File: config.mk
export PLATFORM = sky130hd
export DESIGN_NAME = charge_discharge_state_detector_core
export DESIGN_NICKNAME = d
export VERILOG_FILES = /design/src/rtl/cdsd_pkg.sv /design/src/rtl/charge_discharge_state_detector_core.sv /design/src/rtl/cdsd_cfg.sv /design/src/rtl/cdsd_in_stage.sv /design/src/rtl/cdsd_eval.sv
export VERILOG_INCLUDE_DIRS = /design/src /design/src/rtl
export SDC_FILE = /design/constraint.sdc
export NUM_CORES = 1
export LEC_CHECK = 0
export ABC_AREA = 1
export CAP_MARGIN = 20
export CORE_ASPECT_RATIO = 0.9
export CORE_MARGIN = 8
export CORE_UTILIZATION = 40
export CTS_CLUSTER_SIZE = 30
export DETAILED_ROUTE_END_ITERATION = 7
export DONT_BUFFER_PORTS = 1
export GPL_TIMING_DRIVEN = 1
export PLACE_DENSITY = 0.56
export SETUP_SLACK_MARGIN = 0.4
export SKIP_CTS_REPAIR_TIMING = 1
export SYNTH_ARGS = -nofsm -noshare
export SYNTH_HDL_FRONTEND = slang
export SYNTH_SLANG_ARGS = --single-unit
File: constraint.sdc
create_clock -name clk -period 5.6 [get_ports clk]
set_input_delay 0.56 -clock clk [delete_from_list [all_inputs] [get_ports clk]]
set_output_delay 0.56 -clock clk [all_outputs]
set_load 0.01 [all_outputs]
File: src/rtl/assert_macros.svh
// Assertion macros for the RTL files of the detector.
// No dependencies; include by bare file name where assertions are written.
`ifndef ASSERT_MACROS_SVH
`define ASSERT_MACROS_SVH

// Same-cycle implication, disabled while reset is asserted.
`define ASSERT_IMPLIES(label, clk, rst_n, ante, cons) \
    label: assert property (@(posedge clk) disable iff (!rst_n) (ante) |-> (cons)) \
        else $error("assertion failed");

// Next-cycle implication, disabled while reset is asserted.
`define ASSERT_NEXT(label, clk, rst_n, ante, cons) \
    label: assert property (@(posedge clk) disable iff (!rst_n) (ante) |=> (cons)) \
        else $error("assertion failed");

`endif

File: src/rtl/cdsd_pkg.sv
// Shared types, constants and helpers of the charge/discharge state detector.
// No dependencies; imported by every module of the block.
package cdsd_pkg;

    localparam int CNT_W = 16;
    localparam logic [CNT_W-1:0] COUNT_CAP = 16'd60000;

    localparam int ADDR_W = 5;
    localparam int DATA_W = 32;

    typedef enum logic [2:0] {
        REG_CHARGE_ON     = 3'd0,
        REG_CHARGE_OFF    = 3'd1,
        REG_DISCHARGE_ON  = 3'd2,
        REG_DISCHARGE_OFF = 3'd3,
        REG_CONFIRM       = 3'd4
    } reg_index_t;

    typedef enum logic [1:0] {
        MODE_IDLE = 2'd0,
        MODE_CHG  = 2'd1,
        MODE_DCHG = 2'd2
    } mode_t;

    typedef struct packed {
        logic signed [15:0] current_sample;
        logic               charge_switch_on;
        logic               discharge_switch_on;
        logic               charger_present;
    } in_item_t;

    typedef struct packed {
        logic [1:0] pack_mode;
        logic       charging_flag;
        logic       discharging_flag;
    } out_item_t;

    typedef struct packed {
        logic signed [15:0] charge_on_level;
        logic signed [15:0] charge_off_level;
        logic signed [15:0] discharge_on_level;
        logic signed [15:0] discharge_off_level;
        logic [14:0]        confirm_ticks;
    } cfg_t;

    function automatic logic [CNT_W-1:0] bump(input logic [CNT_W-1:0] c);
        return (c < COUNT_CAP) ? c + 16'd1 : c;
    endfunction

endpackage

File: src/rtl/charge_discharge_state_detector_core.sv
// Charge/discharge state detector: a transferred sample is registered in the input register,
// then in the state/result register. Throughput one sample per cycle while out_ready keeps up.
// The input stage stalls only while a result waits on out_ready.
// Reset (rst_n, async, active low) clears counters, flags, mode (idle) and valids,
// and loads the level and confirmation registers with their defaults.
module charge_discharge_state_detector_core (
    input  logic                         clk,
    input  logic                         rst_n,
    input  logic                         in_valid,
    output logic                         in_ready,
    input  cdsd_pkg::in_item_t           in_data,
    output logic                         out_valid,
    input  logic                         out_ready,
    output cdsd_pkg::out_item_t          out_data,
    input  logic                         psel,
    input  logic                         penable,
    input  logic                         pwrite,
    input  logic [cdsd_pkg::ADDR_W-1:0]  paddr,
    input  logic [cdsd_pkg::DATA_W-1:0]  pwdata,
    output logic [cdsd_pkg::DATA_W-1:0]  prdata,
    output logic                         pready
);
    import cdsd_pkg::*;

`include "assert_macros.svh"

    cfg_t     cfg;
    logic     take;
    logic     stage_valid;
    in_item_t stage_data;

    cdsd_cfg u_cfg (
        .clk     (clk),
        .rst_n   (rst_n),
        .psel    (psel),
        .penable (penable),
        .pwrite  (pwrite),
        .paddr   (paddr),
        .pwdata  (pwdata),
        .prdata  (prdata),
        .pready  (pready),
        .cfg     (cfg)
    );

    cdsd_in_stage u_in_stage (
        .clk         (clk),
        .rst_n       (rst_n),
        .in_valid    (in_valid),
        .in_ready    (in_ready),
        .in_data     (in_data),
        .take        (take),
        .stage_valid (stage_valid),
        .stage_data  (stage_data)
    );

    cdsd_eval u_eval (
        .clk         (clk),
        .rst_n       (rst_n),
        .cfg         (cfg),
        .stage_valid (stage_valid),
        .stage_data  (stage_data),
        .take        (take),
        .out_valid   (out_valid),
        .out_ready   (out_ready),
        .out_data    (out_data)
    );

    `ASSERT_IMPLIES(a_chg_mode, clk, rst_n,
        out_valid && out_data.charging_flag && !out_data.discharging_flag,
        out_data.pack_mode == MODE_CHG)
    `ASSERT_IMPLIES(a_dchg_mode, clk, rst_n,
        out_valid && !out_data.charging_flag && out_data.discharging_flag,
        out_data.pack_mode == MODE_DCHG)
    `ASSERT_IMPLIES(a_stall_cause, clk, rst_n,
        !in_ready,
        stage_valid && out_valid && !out_ready)
    `ASSERT_NEXT(a_take_result, clk, rst_n,
        take,
        out_valid)

endmodule

File: src/rtl/cdsd_cfg.sv
// APB-style configuration registers of the detector.
// Depends on cdsd_pkg for the register map and the cfg_t bundle.
module cdsd_cfg (
    input  logic                         clk,
    input  logic                         rst_n,
    input  logic                         psel,
    input  logic                         penable,
    input  logic                         pwrite,
    input  logic [cdsd_pkg::ADDR_W-1:0]  paddr,
    input  logic [cdsd_pkg::DATA_W-1:0]  pwdata,
    output logic [cdsd_pkg::DATA_W-1:0]  prdata,
    output logic                         pready,
    output cdsd_pkg::cfg_t               cfg
);
    import cdsd_pkg::*;

    cfg_t       cfg_reg;
    logic       wr_en;
    reg_index_t idx;

    assign pready = 1'b1;
    assign wr_en  = psel && penable && pwrite;
    assign idx    = reg_index_t'(paddr[4:2]);
    assign cfg    = cfg_reg;

    always_ff @(posedge clk or negedge rst_n)
    begin
        if (!rst_n)
        begin
            cfg_reg.charge_on_level     <= 16'sd100;
            cfg_reg.charge_off_level    <= 16'sd50;
            cfg_reg.discharge_on_level  <= -16'sd100;
            cfg_reg.discharge_off_level <= -16'sd50;
            cfg_reg.confirm_ticks       <= 15'd15;
        end
        else if (wr_en)
        begin
            unique case (idx)
                REG_CHARGE_ON:     cfg_reg.charge_on_level     <= pwdata[15:0];
                REG_CHARGE_OFF:    cfg_reg.charge_off_level    <= pwdata[15:0];
                REG_DISCHARGE_ON:  cfg_reg.discharge_on_level  <= pwdata[15:0];
                REG_DISCHARGE_OFF: cfg_reg.discharge_off_level <= pwdata[15:0];
                REG_CONFIRM:       cfg_reg.confirm_ticks       <= pwdata[14:0];
                default:           ;
            endcase
        end
    end

    always_comb
    begin
        unique case (idx)
            REG_CHARGE_ON:     prdata = {{16{cfg_reg.charge_on_level[15]}},
                                         cfg_reg.charge_on_level};
            REG_CHARGE_OFF:    prdata = {{16{cfg_reg.charge_off_level[15]}},
                                         cfg_reg.charge_off_level};
            REG_DISCHARGE_ON:  prdata = {{16{cfg_reg.discharge_on_level[15]}},
                                         cfg_reg.discharge_on_level};
            REG_DISCHARGE_OFF: prdata = {{16{cfg_reg.discharge_off_level[15]}},
                                         cfg_reg.discharge_off_level};
            REG_CONFIRM:       prdata = {17'd0, cfg_reg.confirm_ticks};
            default:           prdata = '0;
        endcase
    end

endmodule

File: src/rtl/cdsd_in_stage.sv
// Input register of the detector: captures one sample transfer per cycle while in_ready is high.
// Depends on cdsd_pkg for the input item type.
module cdsd_in_stage (
    input  logic               clk,
    input  logic               rst_n,
    input  logic               in_valid,
    output logic               in_ready,
    input  cdsd_pkg::in_item_t in_data,
    input  logic               take,
    output logic               stage_valid,
    output cdsd_pkg::in_item_t stage_data
);
    import cdsd_pkg::*;

    logic     valid_reg;
    in_item_t data_reg;

    assign in_ready    = !valid_reg || take;
    assign stage_valid = valid_reg;
    assign stage_data  = data_reg;

    always_ff @(posedge clk or negedge rst_n)
    begin
        if (!rst_n)
        begin
            valid_reg <= 1'b0;
        end
        else if (in_ready)
        begin
            valid_reg <= in_valid;
        end
    end

    always_ff @(posedge clk)
    begin
        if (in_valid && in_ready)
        begin
            data_reg <= in_data;
        end
    end

endmodule

File: src/rtl/cdsd_eval.sv
// Run counters, hysteresis flags and pack mode; the state doubles as result register.
// Depends on cdsd_pkg for types, the count cap and the saturating bump.
module cdsd_eval (
    input  logic                clk,
    input  logic                rst_n,
    input  cdsd_pkg::cfg_t      cfg,
    input  logic                stage_valid,
    input  cdsd_pkg::in_item_t  stage_data,
    output logic                take,
    output logic                out_valid,
    input  logic                out_ready,
    output cdsd_pkg::out_item_t out_data
);
    import cdsd_pkg::*;

    logic [CNT_W-1:0] charge_run_reg, charge_run_next;
    logic [CNT_W-1:0] discharge_run_reg, discharge_run_next;
    logic [CNT_W-1:0] idle_run_reg, idle_run_next;
    logic             charge_flag_reg, charge_flag_next;
    logic             discharge_flag_reg, discharge_flag_next;
    mode_t            mode_reg, mode_next;
    logic             out_valid_reg;
    logic             chg_cond, dchg_cond;
    logic [CNT_W-1:0] confirm_ext, idle_limit;

    assign take = stage_valid && (!out_valid_reg || out_ready);

    always_comb
    begin
        chg_cond  = (stage_data.current_sample >= cfg.charge_on_level)
                    && stage_data.charge_switch_on && stage_data.charger_present;
        dchg_cond = (stage_data.current_sample <= cfg.discharge_on_level)
                    && stage_data.discharge_switch_on;
        confirm_ext = {1'b0, cfg.confirm_ticks};
        idle_limit  = {cfg.confirm_ticks, 1'b0};

        charge_run_next    = chg_cond ? bump(charge_run_reg) : '0;
        discharge_run_next = dchg_cond ? bump(discharge_run_reg) : '0;

        if (dchg_cond)
            idle_run_next = '0;
        else if (chg_cond)
            idle_run_next = bump('0);
        else
            idle_run_next = bump(bump(idle_run_reg));

        if (charge_run_next >= confirm_ext)
            charge_flag_next = 1'b1;
        else if (stage_data.current_sample <= cfg.charge_off_level)
            charge_flag_next = 1'b0;
        else
            charge_flag_next = charge_flag_reg;

        if (discharge_run_next >= confirm_ext)
            discharge_flag_next = 1'b1;
        else if (stage_data.current_sample >= cfg.discharge_off_level)
            discharge_flag_next = 1'b0;
        else
            discharge_flag_next = discharge_flag_reg;

        mode_next = mode_reg;
        if (discharge_flag_next && !charge_flag_next)
            mode_next = MODE_DCHG;
        else if (!discharge_flag_next && charge_flag_next)
            mode_next = MODE_CHG;
        else if (!discharge_flag_next && !charge_flag_next && (idle_run_next >= idle_limit))
            mode_next = MODE_IDLE;
    end

    always_ff @(posedge clk or negedge rst_n)
    begin
        if (!rst_n)
        begin
            charge_run_reg     <= '0;
            discharge_run_reg  <= '0;
            idle_run_reg       <= '0;
            charge_flag_reg    <= 1'b0;
            discharge_flag_reg <= 1'b0;
            mode_reg           <= MODE_IDLE;
            out_valid_reg      <= 1'b0;
        end
        else
        begin
            if (take)
            begin
                charge_run_reg     <= charge_run_next;
                discharge_run_reg  <= discharge_run_next;
                idle_run_reg       <= idle_run_next;
                charge_flag_reg    <= charge_flag_next;
                discharge_flag_reg <= discharge_flag_next;
                mode_reg           <= mode_next;
            end
            if (take)
                out_valid_reg <= 1'b1;
            else if (out_ready)
                out_valid_reg <= 1'b0;
        end
    end

    assign out_valid                 = out_valid_reg;
    assign out_data.pack_mode        = mode_reg;
    assign out_data.charging_flag    = charge_flag_reg;
    assign out_data.discharging_flag = discharge_flag_reg;

endmodule

**Word-level counts from Yosys, hierarchy flattened**

Index checks and enable logic that the tools add are counted.

- Bits in registers: 152
- Bits in latches: 0
- Memory bits (writable): 0
- ROM bits: 0
- Input port bits: 63
- Output and inout port bits: 39
- Word-level logic and storage cells: 80
- Memories: 0

- $add $sub $neg: 4
- $mul: 0
- Div/mod/pow operators: 0
- Order comparisons: 11
- Eq/ne operators: 4
- Shift operators: 0
- Multiplexer cells: 18
- Bitwise logic cells: 0
- Reduce and logical (&&, ||, !) cells: 26

Operator list:

| kind | count |
|---|---|
| one-hot mux 32 bit (5 select lines) | 1 |
| two-way mux 16 bit | 8 |
| adder 16 x 1 -> 16 bit, second input constant | 4 |
| < comparator 16 bit, second input constant | 4 |
| >= comparator 16 bit | 3 |
| >= comparator 16 x 15 -> 1 bit | 2 |
| <= comparator 16 bit | 2 |
| AND reduction 2 bit | 6 |
| logical AND 1 bit | 11 |
| == test 3 x 2 -> 1 bit, second input constant | 2 |
| two-way mux 1 bit | 6 |
| two-way mux 2 bit | 3 |
| logical NOT 1 bit | 4 |
| == test 3 x 1 -> 1 bit, second input constant | 1 |
| == test 3 bit, second input constant | 1 |
| logical NOT 3 bit | 1 |
| nonzero test 3 bit | 1 |
| logical OR 1 bit | 2 |
| nonzero test 2 bit | 1 |

**Depth between registers and ports, before layout**

Gate-level depths: netlist of run 1.

- Depth after elaboration: 12
- Depth in mapped cells: 38
- Mapped depth without buffers: 38

**By module**

Synthesis of run 1 repeated with hierarchy kept, for this count alone.

- Cell total of the unflattened synthesis: 1537
- Area, all modules: 11320.9 um^2

Modules (own cells, without submodules):

| module | instances | cells each | area each (um^2) | sequential area each (um^2) |
|---|---|---|---|---|
| cdsd_eval | 1 | 1028 | 6730.2 | 1326.3 |
| cdsd_cfg | 1 | 484 | 3975.1 | 2020.7 |
| cdsd_in_stage | 1 | 25 | 615.6 | 595.6 |

**Least setup slack after synthesis of run 1**

No wires, ideal clock.

- Path type: flip-flop to flip-flop
- Start: register u_cfg.cfg_reg (netlist bit u_cfg.cfg[46])
- End: register u_eval.mode_reg[1]
- Data arrival time: 3463 ps
- Required time: 5483 ps
- Slack: 2020 ps
- Stages on the path, launching flop included: 30
- Path buffers: 1
- Clock period less this slack: 3580 ps
- Cells stage by stage: dfstp_2 -> inv_1 -> ha_1 -> nand2_1 -> nor4_1 -> nand2_1 -> nand3b_1 -> nand2_1 -> nand2_1 -> nand2_1 -> clkbuf_1 -> nor3b_1 -> ha_1 -> a21oi_1 -> nand2_1 -> nand2_1 -> nand2_1 -> nand2_1 -> nand2_1 -> nand2_1 -> nand2_1 -> nand2_1 -> nand2_1 -> nand2_1 -> nand2_1 -> a21oi_1 -> and2_1 -> nand2_1 -> nand2_1 -> nand2_1

- Longest elaborated chain between the ends: 10
- Elaborated cells on any way between the ends: 16

RTL lines:

| what | line | text |
|---|---|---|
| start, declared | cdsd_cfg.sv:17 | `cfg_t cfg_reg;` |
| <= comparator 16 bit (*) | cdsd_eval.sv:32 | `dchg_cond = (stage_data.current_sample <= cfg.discharge_on_level)` |
| logical AND 1 bit (*) | cdsd_eval.sv:33 | `&& stage_data.discharge_switch_on;` |
| two-way mux 16 bit (*) | cdsd_eval.sv:38 | `discharge_run_next = dchg_cond ? bump(discharge_run_reg) : '0;` |
| net u_eval.discharge_run_next[3] | cdsd_eval.sv:17 | `logic [CNT_W-1:0] discharge_run_reg, discharge_run_next;` |
| >= comparator 16 x 15 -> 1 bit (*) | cdsd_eval.sv:54 | `if (discharge_run_next >= confirm_ext)` |
| two-way mux 1 bit (*) | cdsd_eval.sv:54 |  |
| logical NOT 1 bit | cdsd_eval.sv:64, cdsd_eval.sv:66 |  |
| logical AND 1 bit (2 in series) | cdsd_eval.sv:66 | `else if (!discharge_flag_next && !charge_flag_next && (idle_run_next >= idle_limit))` |
| nonzero test 3 bit (no line) | - |  |
| AND reduction 2 bit (no line) | - |  |
| end signal, assigned | cdsd_eval.sv:91 | `mode_reg <= mode_next;` |
| end, declared | cdsd_eval.sv:21 | `mode_t mode_reg, mode_next;` |

The timed path passes the listed nets; every way through them passes the cells marked *.
A chain may end at the register's enable or synchronous reset.

**Final worst setup path of run 1**

- Start: register u_cfg.cfg_reg (netlist bit u_cfg.cfg[46])
- End: register u_eval.mode_reg[1]

- Elaborated cells on any way between the ends: 16

RTL lines:

| what | line | text |
|---|---|---|
| <= comparator 16 bit | cdsd_eval.sv:32 |  |
| logical AND 1 bit | cdsd_eval.sv:33 |  |
| two-way mux 16 bit | cdsd_eval.sv:40 | `if (dchg_cond)` |
| net u_eval.idle_run_next[12] | cdsd_eval.sv:18 | `logic [CNT_W-1:0] idle_run_reg, idle_run_next;` |
| >= comparator 16 bit | cdsd_eval.sv:66 |  |
| logical AND 1 bit | cdsd_eval.sv:66 |  |
| nonzero test 3 bit (no line) | - |  |
| AND reduction 2 bit (no line) | - |  |

The timed path passes the listed nets, and every way through them passes these cells.

==> impl_metrics.ini, run 1 <==
[detailed_routing]
drtIter0Drc = 804
drt_first_pass_iters = 5
drt-total-wl_um = 31300
wl_per_cell_um = 17.2
dr_total_vias = 9469
viasPerCell = 5.21
drc = 0
ant_nets = 0

[timing]
max_slew_margin_pct = 44.6
setup_viol_count_final = 0
fin_setup_tns_ps = 0
clock.fmax_ghz = 0.213
maxSlewViolCount = 0
fin_crit_ps = 4680
rsz0062_at_grt = false
worst_pin_slew_ps = 830
fin_crit_sh_pct = 83.7
fin_skew_ps = 19.0
finalHoldViolations = 0
whs_ps = 49.9

[final_layout]
nFillCells = 2737
nets = 1625
drive_gt1_share_pct = 10.3
largest_reg_flops = 79
fin_cells = 1816
area_growth_syn_to_layout_pct = 9.17
diodes = 0

[yosys]
avgSynthCellArea_um2 = 7.53
ys_seq_elements = 152
synth_edf_count = 19
yosysUniqueCellTypes = 57
synth-main-ff-cell = dfrtp_1
yosys-top-cells-area = dfrtp_1, ha_1, nand2_1, dfstp_2, inv_1
yosysTopAreaCell = dfrtp_1
synth_fp_nets = 1645
async_reset_ff_share_pct = 87.5
yosysWarnings = 0
synth_most_common_cell = nand2_1
ys_seq_area_share_pct = 35.6
synthCells = 1469
netlist.area_leader.share_pct = 22.2
synth_commonest_cells = nand2_1, inv_1, o21ai_0
syn-cell-area_mm2 = 0.0111

[worst_setup_path]
end_kind = flip-flop
ff2ff_setup_slack_ps = 920
critical_path.cell_chain = inv_1, ha_1, nand2_1, nor4_1, nand4_1, nand2_1, nand2_1, nand2_1, buf_4, inv_1, nand3_1, inv_1, ha_1, nand4_1, nor3_1, nand4_1, nor3b_1, nand2_1, nand2_1, nand2_1, nand2_1, nand2_1
cpMaxStageDelayCell = nor4_1
critPathLaunchType = flip-flop
r2r-end = u_eval.mode_reg[1]
r2r_start = u_cfg.cfg[46]
critPathArrivalTime_ps = 5010
cpPeakStageDelay_ps = 580
worst-path-max-fanout = 11
crit_type = reg -> reg
crit_top_cell = nand2_1
rr_worst_depth = 22
crit_buf_inv = 4
cp_top_family = simple AND/OR/NAND/NOR gates
required_ps = 5920

[clock_network]
cts_buffers = 17
cts_max_path_buffers = 2
path_clk_slew_ps = 80
cts_sinks = 152
worstSkewPairLatency_ps = 440
tritoncts = built
root_buffer = clkbuf_16
htreeDepth = 4

[min_path]
min_path_type = in -> async

[run]
cap_viol_max_count = 0

[placement]
gp_congestion = 0.871
port_buffers = 0
dpl.hpwl_um = 22800
placed_cells = 1777

[floorplan]
ios = 102
die_w_um = 191
initial_core_util_pct = 40.8
placementRows = 57
core_area_mm2 = 0.0271
die_area_mm2 = 0.0332
die_h_um = 174

[power]
p_leak_nw = 5.58
p_per_area_mw_per_mm2 = 311
ir_worst_vdd_mv = 0.178

[outcome]
status = finished, final reports clean

[grt]
grt_max_degree = 134
first_global_vias = 9018
grt_pass1_wl_um = 50200
grt_use_total_pct = 19.0
antenna_found_initial = 0
grt_overflow_total = 0
cells in the final DEF, fill, tap and decap left out, types with 14 or more instances in the layout:
cell type / n
nor3_1: 29
nand2_2: 17
o22ai_1: 14
o21ai_0: 143
dfstp_2: 35
ha_1: 113
nand4_1: 24
inv_1: 210
dfrtp_1: 98
edfxtp_1: 19
xor2_1: 15
nand3_1: 55
clkbuf_16: 17
nand2_1: 375
a221oi_1: 15
nor2_1: 81
a21oi_1: 67
cell families (layout without fill, tap and decap cells):
kind of cell / count (synthesis) / in the layout / share of synthesized area (%)
and+or+nand+nor: 632 / 632 / 25.5
AOI/OAI and AO/OA: 279 / 279 / 14.3
buffers and inverters: 275 / 268 / 10.3
DFF: 152 / 152 / 35.6
adders and majority gates: 113 / 113 / 12.8
xor gates and xnor gates: 17 / 17 / 1.41
other: 1 / 1 / 0.0339
power breakdown:
part | total (W) | switching (W) | internal (W)
logic | 0.00107 | 0.000706 | 0.000362
clock network | 0.00124 | 0.000548 | 0.000692
registers | 0.00145 | 0.000139 | 0.00131
total | 0.00375 | 0.00139 | 0.00236
worst max path at each step:
stage / slack (ps) / cells past startpoint / endpoint / start
finish: 920 / 22 / u_eval.mode_reg[1] / u_cfg.cfg[46]
global route: 590 / 24 / u_eval.mode_reg[0] / u_cfg.cfg[46]
CTS: 1020 / 22 / u_eval.mode_reg[1] / u_cfg.cfg[46]
detailed placement: 1060 / 22 / u_eval.mode_reg[0] / u_cfg.cfg[46]
global placement: 1040 / 22 / u_eval.mode_reg[1] / u_cfg.cfg[46]
floorplan: 2020 / 29 / u_eval.mode_reg[1] / u_cfg.cfg[46]
final cells by class:
class                   instances  area [um^2]  share of cell area [%]
multi-input cells            1042         6020                    49.8
well taps                     354          443                    3.67
clock buffers                  18          439                    3.64
repair buffers                 16          228                    1.89
clock inverters                14          174                    1.44
flip-flops and latches        152         3940                    32.6
inverters                     220          836                    6.92
metal layers:
metal / GRT usage, % / wire length (um) / part of all wire (%) / vias to the layer above
li1: - / - / - / 4790
met3: 3.82 / 1690 / 5.4 / 20
met4: 3.85 / 236 / 0.75 / 0
met1: 28.2 / 16100 / 51 / 4449
met2: 27.9 / 13300 / 42 / 210
met5: 0 / 0 / 0 / -
per-stage QoR:
stage          area, um^2  setup slack (ps)  utilization, %  total power, W
2_1_floorplan       11100              2020               -         0.00222
6_report            12100               915            44.6         0.00375
5_1_grt             12100               590            44.6         0.00401
4_1_cts             11900              1020            44.0         0.00376
3_5_place_dp        11300              1060            41.7         0.00250
3_3_place_gp        11300              1040            41.7         0.00248
No activity file was read; power rests on OpenSTA's default activity.
==> run 2: changes to the inputs <==
Settings changed: PLACE_DENSITY 0.56 to 0.58.
Clock period 5.6 ns to 3.9 ns, I/O delays scaled along.
==> run 2 against run 1 <==
Clock-buffer cell count unchanged. Largest cell class unchanged. Total power up 55%. Largest power group unchanged. Highest routed layer unchanged. Utilization up 4.0 points. Critical endpoint unchanged. First-iteration DRC count down 12%.
==> impl_metrics.ini, run 2 (synthesized netlist as in run 1, its figures left out) <==
[placement]
place_area_mm2 = 0.0118
gp_congestion = 0.875
placed_cells = 1849
port_buffers = 0
dpl.hpwl_um = 23800
dp_slack_ps = -111

[final_layout]
drive_gt1_share_pct = 19.9
nFillCells = 2630
final_common_cell = nand2_1
multiInputGateArea_mm2 = 0.00647
final_cell_mix = nand2_1, inv_1, o21ai_0, ha_1, dfrtp_1
regArea_mm2 = 0.00395
nets = 1705
postLayoutCellArea_mm2 = 0.0132
final_core_util_pct = 48.6
area_growth_syn_to_layout_pct = 19.0
fin_cells = 1896
diodes = 0
largest_reg_flops = 79

[worst_setup_path]
critPathLaunchType = flip-flop
crit_top_cell = nand2_1
r2r-end = u_eval.mode_reg[1]
crit_buf_inv = 5
rr_worst_depth = 27
end_kind = flip-flop
crit_type = reg -> reg
ff2ff_setup_slack_ps = 140
required_ps = 4220
cpMaxStageDelayCell = dfstp_2
critPathArrivalTime_ps = 4080
cp_top_family = simple AND/OR/NAND/NOR gates
r2r_start = u_cfg.cfg[40]
worst-path-max-fanout = 7
cpPeakStageDelay_ps = 530

[power]
p_per_area_mw_per_mm2 = 443
ir_worst_vdd_mv = 0.308
total_power_w = 0.00583
p_leak_nw = 6.05

[detailed_routing]
dr_total_vias = 9828
viasPerCell = 5.18
wl_per_cell_um = 16.9
drtIter0Drc = 704
ant_nets = 0
drt-total-wl_um = 32100
drc = 0
drt_first_pass_iters = 6

[timing]
worst_pin_slew_ps = 1010
fin_crit_ps = 3760
fin_skew_ps = 16.4
maxSlewViolCount = 0
fin_crit_sh_pct = 96.4
clock.fmax_ghz = 0.266
setup_viol_count_final = 0
finalHoldViolations = 0
rsz0062_at_grt = true
finalWorstSetupSlack_ps = 141
max_slew_margin_pct = 32.7

[floorplan]
die_w_um = 191
initial_core_util_pct = 40.8
die_area_mm2 = 0.0332
core_area_mm2 = 0.0271
die_h_um = 174
placementRows = 57
ios = 102

[grt]
antenna_found_initial = 0
grt_max_degree = 134
first_global_vias = 9260
grt_use_total_pct = 19.0
grt_pass1_wl_um = 50400
grt_overflow_total = 0

[min_path]
worstHoldStart = in_data[18]
min_path_cells = 0
worst_hold_path.endpoint = u_in_stage.stage_data[18]
min_path_type = in -> reg

[clock_network]
cts_sinks = 152
worstSkewPairLatency_ps = 440
htreeDepth = 4
tritoncts = built
cts_max_path_buffers = 2
path_clk_slew_ps = 80
root_buffer = clkbuf_16
cts_buffers = 17

[outcome]
status = finished, final reports clean

[run]
cap_viol_max_count = 0
==> run 2: worst max-delay path by stage <==
stage | startpoint | to | slack [ps] | depth (start not counted)
2_1_floorplan | u_cfg.cfg[46] | u_eval.mode_reg[1] | 410 | 31
3_3_place_gp | u_cfg.cfg[42] | u_eval.mode_reg[1] | -20 | 26
3_5_place_dp | u_cfg.cfg[42] | u_eval.mode_reg[1] | -110 | 24
4_1_cts | u_cfg.cfg[42] | u_eval.mode_reg[1] | -190 | 24
5_1_grt | u_cfg.cfg[38] | u_eval.mode_reg[1] | -100 | 28
6_report | u_cfg.cfg[40] | u_eval.mode_reg[1] | 140 | 27
==> run 2: stage by stage <==
step           setup TNS [ps]  hold slack (ps)
2_1_floorplan               0             94.4
3_3_place_gp            -39.7              103
3_5_place_dp             -220              102
4_1_cts                  -373             -363
5_1_grt                  -208             26.0
6_report                    0             43.8
==> run 2: routing by layer <==
layer	vias up	track usage (%)	wire length [um]
met2	235	29.6	14600
met1	4636	27.6	15900
met3	12	3.16	1410
met4	0	3.08	190
met5	-	0	0
li1	4945	-	-
==> run 2: report_power, final <==
| part | total (W) | internal, W | switching, W |
|---|---|---|---|
| Clock | 0.00185 | 0.00106 | 0.000788 |
| Sequential | 0.00207 | 0.00188 | 0.000191 |
| Combinational | 0.00192 | 0.000745 | 0.00117 |
| Total | 0.00583 | 0.00368 | 0.00215 |
==> run 2: cell type report <==
type | instances | share of cell area (%)
sequential | 152 | 30.0
timing repair buffer | 96 | 6.25
inverter | 220 | 6.37
clock buffer | 18 | 3.34
multi-input combinational | 1042 | 49.2
clock inverter | 14 | 1.55
tap | 354 | 3.37
